[config.mk]
export PLATFORM = sky130hd
export DESIGN_NAME = tirc_div
export DESIGN_NICKNAME = d
export VERILOG_FILES = /design/src/rtl/tirc_pkg.sv /design/src/rtl/tirc_div.sv
export SDC_FILE = /design/constraint.sdc
export NUM_CORES = 1
export LEC_CHECK = 0
export BUFFER_PORTS_ARGS = -buffer_cell sky130_fd_sc_hd__buf_2
export CELL_PAD_IN_SITES_DETAIL_PLACEMENT = 1
export CELL_PAD_IN_SITES_GLOBAL_PLACEMENT = 2
export CORE_MARGIN = 1
export CORE_UTILIZATION = 31
export DETAILED_ROUTE_END_ITERATION = 10
export PLACE_DENSITY = 0.74
export SLEW_MARGIN = 20
export SYNTH_ARGS = -nofsm -noshare
export SYNTH_HDL_FRONTEND = slang
export SYNTH_SLANG_ARGS = --single-unit
[constraint.sdc]
create_clock -name clk -period 2.7 [get_ports clk]
set_input_delay 0.135 -clock clk [delete_from_list [all_inputs] [get_ports clk]]
set_output_delay 0.135 -clock clk [all_outputs]
set_load 0.05 [all_outputs]
[src/rtl/tirc_pkg.sv]
`timescale 1ns / 1ps
`default_nettype none
// ============================================================================
// tirc_pkg
// Shared types and constants for the timed intent ring correlator.
// ============================================================================
package tirc_pkg;

    localparam int unsigned DEF_RING_DEPTH = 256;
    localparam logic [31:0] FREQ_RESET     = 32'd10000000;
    localparam logic [31:0] MS_PER_SEC     = 32'd1000;
    localparam logic [31:0] U32_MAX        = 32'hFFFF_FFFF;
    localparam logic [31:0] MS_RECIP       = 32'd274877907;
    localparam int unsigned MS_RECIP_SHIFT = 38;

    localparam logic [1:0] OP_RECORD = 2'd0;
    localparam logic [1:0] OP_PAIR   = 2'd1;
    localparam logic [1:0] OP_TARGET = 2'd2;

    typedef struct packed {
        logic [31:0] caller;
        logic [31:0] target;
        logic [31:0] mask;
        logic [31:0] flags;
        logic [62:0] stamp;
    } slot_t;

    typedef enum logic [3:0] {
        ST_IDLE,
        ST_WMUL,
        ST_WQ1,
        ST_WQ2,
        ST_WQ3,
        ST_WSUM,
        ST_WWIN,
        ST_WLO,
        ST_SCAN,
        ST_DRAIN,
        ST_SEL,
        ST_AGE,
        ST_AGESTART,
        ST_AGEDIV,
        ST_DONE
    } state_t;

endpackage
`default_nettype wire

[src/rtl/tirc_div.sv]
`timescale 1ns / 1ps
`default_nettype none
// ============================================================================
// tirc_div
// Restoring divider, 64-bit dividend by 32-bit divisor, one bit per cycle.
// ============================================================================
module tirc_div
    import tirc_pkg::*;
(
    input  wire logic        clk,
    input  wire logic        rst_n,
    input  wire logic        start,
    input  wire logic [63:0] dividend,
    input  wire logic [31:0] divisor,
    output logic             busy,
    output logic             done,
    output logic [63:0]      quotient
);

    logic [31:0] rem_reg,  rem_next;
    logic [63:0] quo_reg,  quo_next;
    logic [31:0] dvs_reg;
    logic [5:0]  cnt_reg,  cnt_next;
    logic        busy_reg, busy_next;
    logic        done_reg, done_next;
    logic [32:0] trial;
    logic [32:0] diff;

    always_comb
    begin
        trial     = {rem_reg, quo_reg[63]};
        diff      = trial - {1'b0, dvs_reg};
        rem_next  = rem_reg;
        quo_next  = quo_reg;
        cnt_next  = cnt_reg;
        busy_next = busy_reg;
        done_next = 1'b0;
        if (start)
        begin
            rem_next  = '0;
            quo_next  = dividend;
            cnt_next  = '0;
            busy_next = 1'b1;
        end
        else if (busy_reg)
        begin
            if (!diff[32])
            begin
                rem_next = diff[31:0];
                quo_next = {quo_reg[62:0], 1'b1};
            end
            else
            begin
                rem_next = trial[31:0];
                quo_next = {quo_reg[62:0], 1'b0};
            end
            cnt_next = cnt_reg + 6'd1;
            if (cnt_reg == 6'd63)
            begin
                busy_next = 1'b0;
                done_next = 1'b1;
            end
        end
    end

    always_ff @(posedge clk or negedge rst_n)
    begin
        if (!rst_n)
        begin
            busy_reg <= 1'b0;
            done_reg <= 1'b0;
            cnt_reg  <= '0;
        end
        else
        begin
            busy_reg <= busy_next;
            done_reg <= done_next;
            cnt_reg  <= cnt_next;
        end
    end

    always_ff @(posedge clk)
    begin
        rem_reg <= rem_next;
        quo_reg <= quo_next;
        if (start)
        begin
            dvs_reg <= divisor;
        end
    end

    assign busy     = busy_reg;
    assign done     = done_reg;
    assign quotient = quo_reg;

endmodule
`default_nettype wire

Word level (Yosys, flattened, before mapping)
Index checks and enable logic that the tools add are counted.
{ "totals": {"out_inout_bits": 66, "in_bits": 99, "elab_cells": 22, "register_bits": 136} }
{ "classes": {"addsub": 2, "n_reduce_logical": 1, "n_mux": 12, "eq_ne": 1} }
{ "op_table": {"columns": ["cell", "count"], "rows": [
  ["64-bit 2-to-1 mux", 2],
  ["33-bit by 32-bit subtractor with 33-bit output", 1],
  ["32-bit 2-to-1 mux", 1],
  ["6-bit 2-to-1 mux", 2],
  ["1-bit 2-to-1 mux", 7],
  ["6-bit by 1-bit adder with 6-bit output, second input constant", 1],
  ["6-bit equality test, second input constant", 1],
  ["2-bit nonzero test", 1]
]} }

Logic depth before layout (Yosys ltp)
Gate-level depths: netlist (run 1).
{ "depth": {"ltp_word": 4, "depth_mapped": 12, "mapped_depth_nobuf": 11} }

Worst setup path after synthesis (run 1)
OpenSTA, ideal clock, no wires.
{ "synth_timing": {"path_kind": "reg2reg", "startpoint": "register quo_reg[63] (netlist: quotient[63])", "endpoint": "register rem_reg[24]", "path_buffers": 1, "arrival_ns": 3.150, "path_stages_with_launch": 13, "slack_ns": -0.541, "setup_ns": 0.091, "required_ns": 2.609, "path_cell_list": "edfxtp_1 inv_1 ha_1 fa_1 nand2b_1 a21o_1 a211o_1 a21oi_1 o31ai_4 xnor2_2 buf_2 nand3_1 a311oi_1"} }
{ "synth_between": {"elab_chain_len": 2} }
{ "synth_lines": {"columns": ["element", "line_no", "text"], "rows": [
  ["start, declared", "tirc_div.sv:21", "logic [63:0] quo_reg, quo_next;"],
  ["start signal, assigned", "tirc_div.sv:85", "quo_reg <= quo_next;"],
  ["33-bit by 32-bit subtractor with 33-bit output", "tirc_div.sv:32", "diff = trial - {1'b0, dvs_reg};"],
  ["32-bit 2-to-1 mux", "tirc_div.sv:47", "if (!diff[32])"],
  ["end signal, assigned", "tirc_div.sv:84", "rem_reg <= rem_next;"],
  ["end, declared", "tirc_div.sv:20", "logic [31:0] rem_reg, rem_next;"]
]} }
Every way passes these cells.
A chain may end at the register's enable or synchronous reset.

Worst setup path in the final report (run 1)
{ "layout_timing": {"startpoint": "register dvs_reg[0]", "endpoint": "register rem_reg[1]"} }
{ "layout_between": {"elab_chain_len": 2} }
{ "layout_lines": {"columns": ["element", "line_no", "text"], "rows": [
  ["start, declared", "tirc_div.sv:22", "logic [31:0] dvs_reg;"],
  ["start signal, assigned", "tirc_div.sv:88", "dvs_reg <= divisor;"],
  ["33-bit by 32-bit subtractor with 33-bit output", "tirc_div.sv:32", null],
  ["32-bit 2-to-1 mux", "tirc_div.sv:47", null]
]} }
Every way passes these cells.

==> reports/metrics.csv, run 1 <==
stage;metric;value;unit
detailed_routing;wire per inst;17.5;um
critical_path;Crit-path slowest cell;or4b_4;
logic_synthesis;Avg Cell Area, Syn;10.9;sq um
place;gpl congestion;0.791;
die;# rows;55;
global_route;total congestion overflow;0;
detailed_routing;Vias;6537;
clock_tree;number of buffers created by CTS;17;
power;total design power;10.1;mW
global_route;vias in the first global route;7009;
power;leakage power;4.78;nW
power;PwrDens;911;nW/um^2
sta;actual slew at the worst max-slew pin;0.863;ns
die;# IOs;165;
detailed_routing;Post-DRT Antenna Nets;0;
sta;Min Hold Slack;0.0153;ns
finish;max reg flops;64;
finish;nets;1148;
detailed_routing;DRT iter0 DRCs;201;
sta;Final min period;2.97;ns
clock_tree;CTS root buf;clkbuf_16;
logic_synthesis;Yosys cell types;63;
finish;Fillers;2549;
logic_synthesis;ys async rst share;0.0588;
sta;RSZ-0062 raised after global routing;true;
clock_tree;CTS sink cnt;136;
logic_synthesis;mapped cell area;7350;sq um
die;Starting Density;0.321;
sta;Clock Skews;0.0135;ns
critical_path;max incr delay on CP;0.47;ns
global_route;initial antenna violation count;0;
critical_path;Critical Path RT;3.03;ns
detailed_routing;Routed WL;23400;um
logic_synthesis;Cells after Synth;674;
logic_synthesis;Ys Warns;0;
logic_synthesis;ys flop type;edfxtp_1;
logic_synthesis;leading area contributor after synthesis;edfxtp_1;
sta;Tcrit/Tclk final;1.10;
critical_path;Crit path arrival time;3.31;ns
logic_synthesis;most frequent cell after synthesis;edfxtp_1;
critical_path;maximum fanout along the worst path;4;
critical_path;crit path cell chain;ha_4 > fa_2 > nand2b_4 > a21o_1 > a211o_1 > a21oi_2 > o31ai_4 > xnor2_4 > buf_6 > buf_6 > or4b_4 > o311ai_2;
finish;synth-to-layout area growth;50.3;%
logic_synthesis;share of the synthesized area in the top cell type;0.392;
sta;Final Max Tran Viols;0;
critical_path;Setup crit end kind;register;
clock_tree;htree depth;4;
logic_synthesis;#FFs+latches synth;136;
detailed_routing;first drt pass iteration count;4;
global_route;largest net degree at the start of global routing;141;
clock_tree;clk_lat worst skew;0.44;ns
global_route;GRT Overall Usage;0.194;
detailed_routing;Remaining DRCs;0;
clock_tree;CTS tree;built;
critical_path;kind of critical path;reg -> reg;
place;DP HPWL;15800;um
global_route;first-pass GRT wire length;36700;um
critical_path;Critical Path Most Common Cell;buf_6;
logic_synthesis;Synth Net Count;807;
die;Die ar.;24300;sq um
clock_tree;clock slew at reported path FFs;0.07;ns
logic_synthesis;sequential area share after synthesis;0.507;
sta;FMAX;336;MHz
die;chip width;156;um
place;number of port buffers;164;
sta;final worst slack;-0.272;ns
die;Die Ht;156;um
logic_synthesis;top post-synthesis cells by area;edfxtp_1, mux2_2, dfxtp_1;
clock_tree;CTS max path bufs;2;
die;core box area;22900;sq um
sta;slew margin rel.;0.424;
logic_synthesis;EDFF count, synth;96;
sta;Hold Fails Final Rpt;0;
finish;# diodes;0;
power;worst vdd ir;0.411;mV
finish;Layout Utilization;0.482;
min_path;hold crit path type;in -> reg;
run_status;status;complete, but fails checks;
critical_path;Critical Path Source Type;register;
sta;# setup viols final;33;
finish;layout cell share with drive strength beyond 1;0.418;
run;Max Cap Viol;0;
run_status;violated checks;negative setup slack;
logic_synthesis;Synth top cells by count;edfxtp_1, nand2_1, mux2_2;
detailed_routing;via/cell ratio;4.87;
report_power, final:
part / internal, mW / switching, mW / total [mW] / leakage (nW)
logic: 2.24 / 2.49 / 4.72 / 3.12
registers: 2.61 / 0.236 / 2.84 / 1.36
clock network: 1.42 / 1.08 / 2.50 / 0.303
total: 6.26 / 3.81 / 10.1 / 4.78
critical path, delay by kind of cell, from the launching register on:
kind / cells / cell delay [ns]
DFF: 1 / 0.41
AOI/OAI and AO/OA: 5 / 0.87
and+or+nand+nor: 2 / 0.62
adders and majority gates: 2 / 0.52
xor gates and xnor gates: 1 / 0.19
buffers and inverters: 2 / 0.26
logic make-up after synthesis:
kind of cell,count (synthesis),synth area share
xor gates and xnor gates,22,0.0283
adders and majority gates,34,0.0589
muxes,67,0.102
buffers and inverters,72,0.0376
and+or+nand+nor,197,0.127
AOI/OAI and AO/OA,146,0.139
DFF,136,0.507
metal layers:
| metal | global-route usage | part of all wire |
|---|---|---|
| met5 | 0 | 0 |
| met4 | 0.0453 | 0.0099 |
| met3 | 0.0567 | 0.053 |
| met2 | 0.344 | 0.50 |
| met1 | 0.228 | 0.43 |
repair_timing:
item,CTS,global route
buffers inserted,3,10
setup endpoints to repair,33,33
pin swaps,3,11
hold buffers,72,0
hold endpoints to repair,79,0
gates resized for setup,18,41
gates cloned,0,1
path summary, 6_finish.rpt:
path	from	end	slack [ns]	cells after the start
min reg2reg	rem_reg[6]	rem_reg[6]	0.51	2
max reg2reg	dvs_reg[0]	rem_reg[1]	-0.27	12
min	dividend[43]	quotient[43]	0.02	2
max	dvs_reg[0]	rem_reg[1]	-0.27	12
max in group asynchronous	rst_n	busy	2.40	2
min in group asynchronous	rst_n	cnt_reg[1]	0.10	2
layout by cell type (no fill, tap or decap), drive strengths merged, types with 14 or more instances in the layout:
| cell | instances |
|---|---|
| o21ai | 23 |
| buf | 279 |
| dfxtp | 32 |
| nand3 | 14 |
| nor2 | 57 |
| ha | 33 |
| edfxtp | 96 |
| a311oi | 25 |
| inv | 50 |
| nand2 | 65 |
| clkbuf | 18 |
| a21oi | 35 |
| dlygate4sd3 | 72 |
| mux2 | 63 |
through the flow:
stage	TNS (ns)	instances	setup WS (ns)	cell area [sq um]
final	-6.63	1341	-0.272	11100
after global routing	-10.94	1341	-0.398	11100
after CTS	-6.45	1330	-0.252	10800
after detailed placement	-9.89	1223	-0.393	9310
after global placement	-6.33	1223	-0.261	9310
after floorplan	-10.16	674	-0.374	7400
final cells by class:
cell class              count  area (sq um)  area share
clock buffers              17           425      0.0385
clock inverters            15           198      0.0179
inverters                  42           161      0.0146
multi-input cells         466          3630       0.328
flip-flops and latches    136          3720       0.337
well taps                 313           392      0.0354
repair buffers            352          2520       0.228
No activity file was read; power rests on OpenSTA's default activity.
==> inputs of run 2 (changes only) <==
--- a/config.mk
+++ b/config.mk
@@ -8,9 +8,10 @@
 export BUFFER_PORTS_ARGS = -buffer_cell sky130_fd_sc_hd__buf_2
 export CELL_PAD_IN_SITES_DETAIL_PLACEMENT = 1
 export CELL_PAD_IN_SITES_GLOBAL_PLACEMENT = 2
-export CORE_MARGIN = 1
+export CORE_ASPECT_RATIO = 0.8
 export CORE_UTILIZATION = 31
 export DETAILED_ROUTE_END_ITERATION = 10
+export HOLD_SLACK_MARGIN = 0.12
 export PLACE_DENSITY = 0.74
 export SLEW_MARGIN = 20
 export SYNTH_ARGS = -nofsm -noshare
==> reports/metrics.csv, run 2 (synthesis gave the netlist of run 1 again) <==
stage;metric;value;unit
sta;Final Max Tran Viols;0;
critical_path;kind of critical path;reg -> reg;
sta;final worst slack;-0.278;ns
die;Die Ht;140;um
die;# IOs;165;
sta;FMAX;336;MHz
run;Max Cap Viol;0;
critical_path;Critical Path RT;3.05;ns
finish;max reg flops;64;
critical_path;Critical Path Most Common Cell;buf_6;
detailed_routing;Post-DRT Antenna Nets;0;
run_status;violated checks;negative setup slack;
die;core box area;23300;sq um
clock_tree;htree depth;4;
clock_tree;clock slew at reported path FFs;0.08;ns
run_status;status;complete, but fails checks;
clock_tree;number of buffers created by CTS;17;
detailed_routing;Remaining DRCs;0;
critical_path;Crit path arrival time;3.33;ns
power;worst vdd ir;0.503;mV
critical_path;Crit-path slowest cell;edfxtp_1;
detailed_routing;via/cell ratio;4.81;
clock_tree;CTS root buf;clkbuf_16;
finish;most frequent cells in the layout;buf_2, buf_4, dlygate4sd3_1, edfxtp_1, mux2_2;
power;leakage power;4.94;nW
min_path;hold crit path type;in -> reg;
clock_tree;CTS max path bufs;2;
finish;Fillers;2584;
finish;layout cell share with drive strength beyond 1;0.396;
clock_tree;CTS tree;built;
place;Placed Cells;1228;
detailed_routing;DRT iter0 DRCs;238;
die;Starting Density;0.315;
global_route;first-pass GRT wire length;38700;um
sta;RSZ-0062 raised after global routing;true;
critical_path;Bufs and invs on worst path;4;
clock_tree;clk_lat worst skew;0.44;ns
critical_path;crit path cell chain;inv_1 > ha_2 > fa_2 > nand2b_4 > a21o_1 > a211o_1 > a21oi_2 > o31ai_4 > buf_6 > xnor2_4 > buf_6 > buf_12 > or2_1 > a311oi_2;
sta;Final min period;2.98;ns
sta;slew margin rel.;0.462;
global_route;vias in the first global route;7161;
critical_path;CP delay by family, top;compound AO/OA/AOI/OAI gates;
finish;design area;11300;sq um
global_route;initial antenna violation count;2;
sta;Hold Fails Final Rpt;0;
sta;# setup viols final;33;
finish;synth-to-layout area growth;53.8;%
place;number of port buffers;164;
clock_tree;CTS sink cnt;136;
detailed_routing;first drt pass iteration count;4;
die;Die ar.;24300;sq um
global_route;total congestion overflow;0;
detailed_routing;Routed WL;24100;um
critical_path;maximum fanout along the worst path;9;
finish;most common cell after layout, fill and taps aside;buf_2;
critical_path;r2r setup slk;-0.28;ns
die;chip width;174;um
global_route;GRT Overall Usage;0.204;
sta;actual slew at the worst max-slew pin;0.807;ns
power;PwrDens;904;nW/um^2
critical_path;max incr delay on CP;0.35;ns
global_route;largest net degree at the start of global routing;84;
critical_path;Critical Path Source Type;register;
die;# rows;50;
critical_path;Setup crit end kind;register;
detailed_routing;Vias;6618;
place;placed cell areas;9350;sq um
finish;nets;1182;
detailed_routing;wire per inst;17.5;um
place;DP HPWL;15600;um
sta;Clock Skews;0.0157;ns
place;gpl congestion;0.791;
finish;fin cells;1376;
sta;Total Neg Setup Slack;-6.32;ns
sta;Tcrit/Tclk final;1.10;
## run 2: changes by cell type in the layout (fill, tap and decap cells not counted), sizes merged
cell	change
diode	+2
bufinv	+1
clkinvlp	-1
dlygate4sd3	+27
clkbuf	-1
xnor2	+1
buf	+7
## run 2: power by group
| part | internal, mW | leakage [nW] | switching, mW |
|---|---|---|---|
| registers | 2.60 | 1.36 | 0.222 |
| clock network | 1.52 | 0.320 | 1.12 |
| logic | 2.27 | 3.26 | 2.49 |
## run 2: layer usage
layer | routed length [um] | GRT usage | vias to the layer above
li1 | - | - | 3255
met1 | 11100 | 0.260 | 3219
met2 | 12000 | 0.345 | 106
met3 | 599 | 0.0383 | 38
met4 | 501 | 0.0748 | 0
met5 | 0 | 0 | -
## run 2: through the flow
| step | setup WS (ns) | util | power, mW | hold slack (ns) |
|---|---|---|---|---|
| 2_1_floorplan | -0.374 | - | 5.29 | -0.161 |
| 3_3_place_gp | -0.301 | 0.401 | 6.96 | -0.00842 |
| 3_5_place_dp | -0.354 | 0.401 | 7.00 | -0.00533 |
| 4_1_cts | -0.237 | 0.482 | 10.2 | 0.383 |
| 5_1_grt | -0.376 | 0.485 | 10.8 | 0.385 |
| 6_report | -0.278 | 0.485 | 10.2 | 0.399 |
## run 2: cell type report
class,instances,area [sq um],share of cell area
inverters,42,161,0.0143
well taps,312,390,0.0345
clock inverters,15,225,0.0199
flip-flops and latches,136,3720,0.329
diodes,2,5.00,0.000443
multi-input cells,467,3530,0.312
clock buffers,17,425,0.0376
repair buffers,385,2850,0.252
## run 2: final timing paths
check,depth (start not counted),end,startpoint
hold reg to reg,2,rem_reg[7],rem_reg[6]
min in group asynchronous,3,cnt_reg[3],rst_n
setup reg to reg,14,rem_reg[8],quotient[63]
setup / recovery,14,rem_reg[8],quotient[63]
hold / removal,2,dvs_reg[6],divisor[6]
max in group asynchronous,3,busy,rst_n
## run 2: repair_timing
item                                    4_1_cts  5_1_grt
hold buffers                                 99        0
endpoints found under the setup margin       33       33
resized for setup                            35       10
pin swaps                                    19        9
buffers inserted                             13        2
endpoints found under the hold margin       111        0
cloned                                        1        0
## run 2: worst register-to-register path: cells and delay by family (launching register included)
family | cells | cell delay [ns]
AND/OR/NAND/NOR | 2 | 0.39
XOR/XNOR | 1 | 0.14
flip-flops | 1 | 0.35
AO/OA/AOI/OAI | 5 | 0.99
buffers and inverters | 4 | 0.48
adder cells (fa/ha/maj) | 2 | 0.55
==> inputs of run 3 (changes only) <==
--- a/config.mk
+++ b/config.mk
@@ -12,7 +12,7 @@
 export CORE_UTILIZATION = 31
 export DETAILED_ROUTE_END_ITERATION = 10
 export HOLD_SLACK_MARGIN = 0.12
-export PLACE_DENSITY = 0.74
+export PLACE_DENSITY = 0.88
 export SLEW_MARGIN = 20
 export SYNTH_ARGS = -nofsm -noshare
 export SYNTH_HDL_FRONTEND = slang
==> reports/metrics.csv, run 3 (synthesis gave the netlist of run 1 again) <==
stage;metric;value;unit
die;core box area;23300;sq um
die;Die Ht;140;um
global_route;initial antenna violation count;2;
critical_path;Crit path arrival time;3.31;ns
critical_path;kind of critical path;reg -> reg;
detailed_routing;Post-DRT Antenna Nets;0;
die;# IOs;165;
finish;synth-to-layout area growth;54.5;%
global_route;GRT Overall Usage;0.216;
die;Starting Density;0.315;
critical_path;Critical Path Source Type;register;
min_path;Hold Path Origin;start;
sta;# setup viols final;33;
finish;most frequent cells in the layout;buf_2, dlygate4sd3_1, buf_4, edfxtp_1, mux2_2;
finish;nets;1175;
critical_path;maximum fanout along the worst path;6;
critical_path;crit path cell chain;inv_1 > ha_4 > fa_2 > nand2b_4 > a21o_1 > a211o_1 > a21oi_2 > o31ai_4 > xnor2_4 > buf_6 > or4b_1 > o311ai_1;
sta;Tcrit/Tclk final;1.10;
global_route;vias in the first global route;7382;
min_path;Worst Hold Path Cells;3;
min_path;hold crit path type;in -> reg;
global_route;total congestion overflow;0;
detailed_routing;DRT iter0 DRCs;290;
place;number of port buffers;164;
sta;final worst slack;-0.281;ns
global_route;largest net degree at the start of global routing;141;
clock_tree;clk_lat worst skew;0.44;ns
clock_tree;CTS sink cnt;136;
finish;layout cell share with drive strength beyond 1;0.415;
run_status;violated checks;negative setup slack;
sta;Clock Skews;0.0119;ns
detailed_routing;via/cell ratio;4.94;
die;Die ar.;24300;sq um
sta;slew margin rel.;0.440;
clock_tree;CTS max path bufs;2;
sta;FMAX;335;MHz
die;chip width;174;um
critical_path;max incr delay on CP;0.48;ns
clock_tree;htree depth;4;
critical_path;r2r setup slk;-0.28;ns
critical_path;Worst R2R End;rem_reg[1];
sta;actual slew at the worst max-slew pin;0.840;ns
detailed_routing;Vias;6761;
power;worst vdd ir;0.556;mV
detailed_routing;wire per inst;19.3;um
sta;Final Max Tran Viols;0;
place;DP HPWL;15700;um
clock_tree;clock slew at reported path FFs;0.07;ns
sta;RSZ-0062 raised after global routing;true;
detailed_routing;first drt pass iteration count;4;
finish;Layout Utilization;0.487;
clock_tree;CTS root buf;clkbuf_16;
detailed_routing;Remaining DRCs;0;
critical_path;FF-to-FF path depth;12;
power;leakage power;4.90;nW
sta;Min Hold Slack;0.295;ns
finish;most common cell after layout, fill and taps aside;buf_2;
run;Max Cap Viol;0;
clock_tree;number of buffers created by CTS;17;
critical_path;Critical Path Source;quotient[63];
power;PwrDens;905;nW/um^2
sta;Hold Fails Final Rpt;0;
min_path;hold path endpoint;cnt_reg[0];
global_route;first-pass GRT wire length;40500;um
die;# rows;50;
finish;max reg flops;64;
critical_path;Crit-path slowest cell;or4b_1;
place;pre-CTS setup slack;-0.259;ns
run_status;status;complete, but fails checks;
critical_path;Setup crit end kind;register;
critical_path;Critical Path RT;3.03;ns
place;gpl congestion;0.788;
critical_path;reg-to-reg startpoint;quotient[63];
sta;Final min period;2.98;ns
detailed_routing;Routed WL;26500;um
clock_tree;CTS tree;built;
run 3: changes by cell type in the layout (fill, tap and decap cells not counted), sizes merged:
cell	change
buf	-7
inv	-4
clkbuf	+2
clkinvlp	+1
bufinv	-1
clkinv	+3
xnor2	-1
run 3: worst max path at each step:
stage,endpoint,slack (ns),cells past startpoint
6_report,rem_reg[1],-0.28,12
2_1_floorplan,rem_reg[24],-0.37,12
3_5_place_dp,rem_reg[13],-0.26,12
3_3_place_gp,rem_reg[25],-0.14,11
5_1_grt,rem_reg[11],-0.40,13
4_1_cts,rem_reg[25],-0.16,11
run 3: cell type report:
cell class                      instances  area [sq um]
Clock buffer                           18           429
Inverter                               42           161
Sequential cell                       136          3720
Antenna cell                            2          5.00
Multi-Input combinational cell        466          3690
Tap cell                              312           390
Fill cell                            2594         12000
Clock inverter                         14           148
Timing Repair Buffer                  379          2810
run 3: per-layer routing:
layer	vias up	global-route usage	routed length, um
met3	45	0.0393	703
met1	3350	0.267	11600
li1	3246	-	-
met5	-	0	0
met2	120	0.373	13500
met4	0	0.0840	677
run 3: critical path: cells and delay by family, from the launching register on:
family / cells / cell delay, ns
fa+ha+maj: 2 / 0.50
compound gates: 5 / 0.92
xor+xnor: 1 / 0.18
simple gates: 2 / 0.63
buf+inv: 2 / 0.25
flops: 1 / 0.38
run 3: stage by stage:
step / total power, mW / cell area (sq um) / TNS (ns) / instances
CTS: 9.84 / 11100 / -2.39 / 1361
finish: 10.3 / 11400 / -6.86 / 1369
global placement: 6.79 / 9240 / -2.28 / 1216
floorplan: 5.29 / 7400 / -10.16 / 674
global route: 10.8 / 11400 / -10.12 / 1369
detailed placement: 6.87 / 9240 / -4.68 / 1216
run 3: power breakdown:
| part | switching (mW) | internal [mW] |
|---|---|---|
| Combinational | 2.70 | 2.34 |
| Sequential | 0.244 | 2.61 |
| Clock | 1.02 | 1.37 |
run 3: what timing repair did:
item                       CTS  global route
hold buffers                99             0
buffers inserted            13             6
setup endpoints to repair   33            33
resized for setup           44            42
pin swaps                   24            15
cloned                       2             1
hold endpoints to repair   105             0
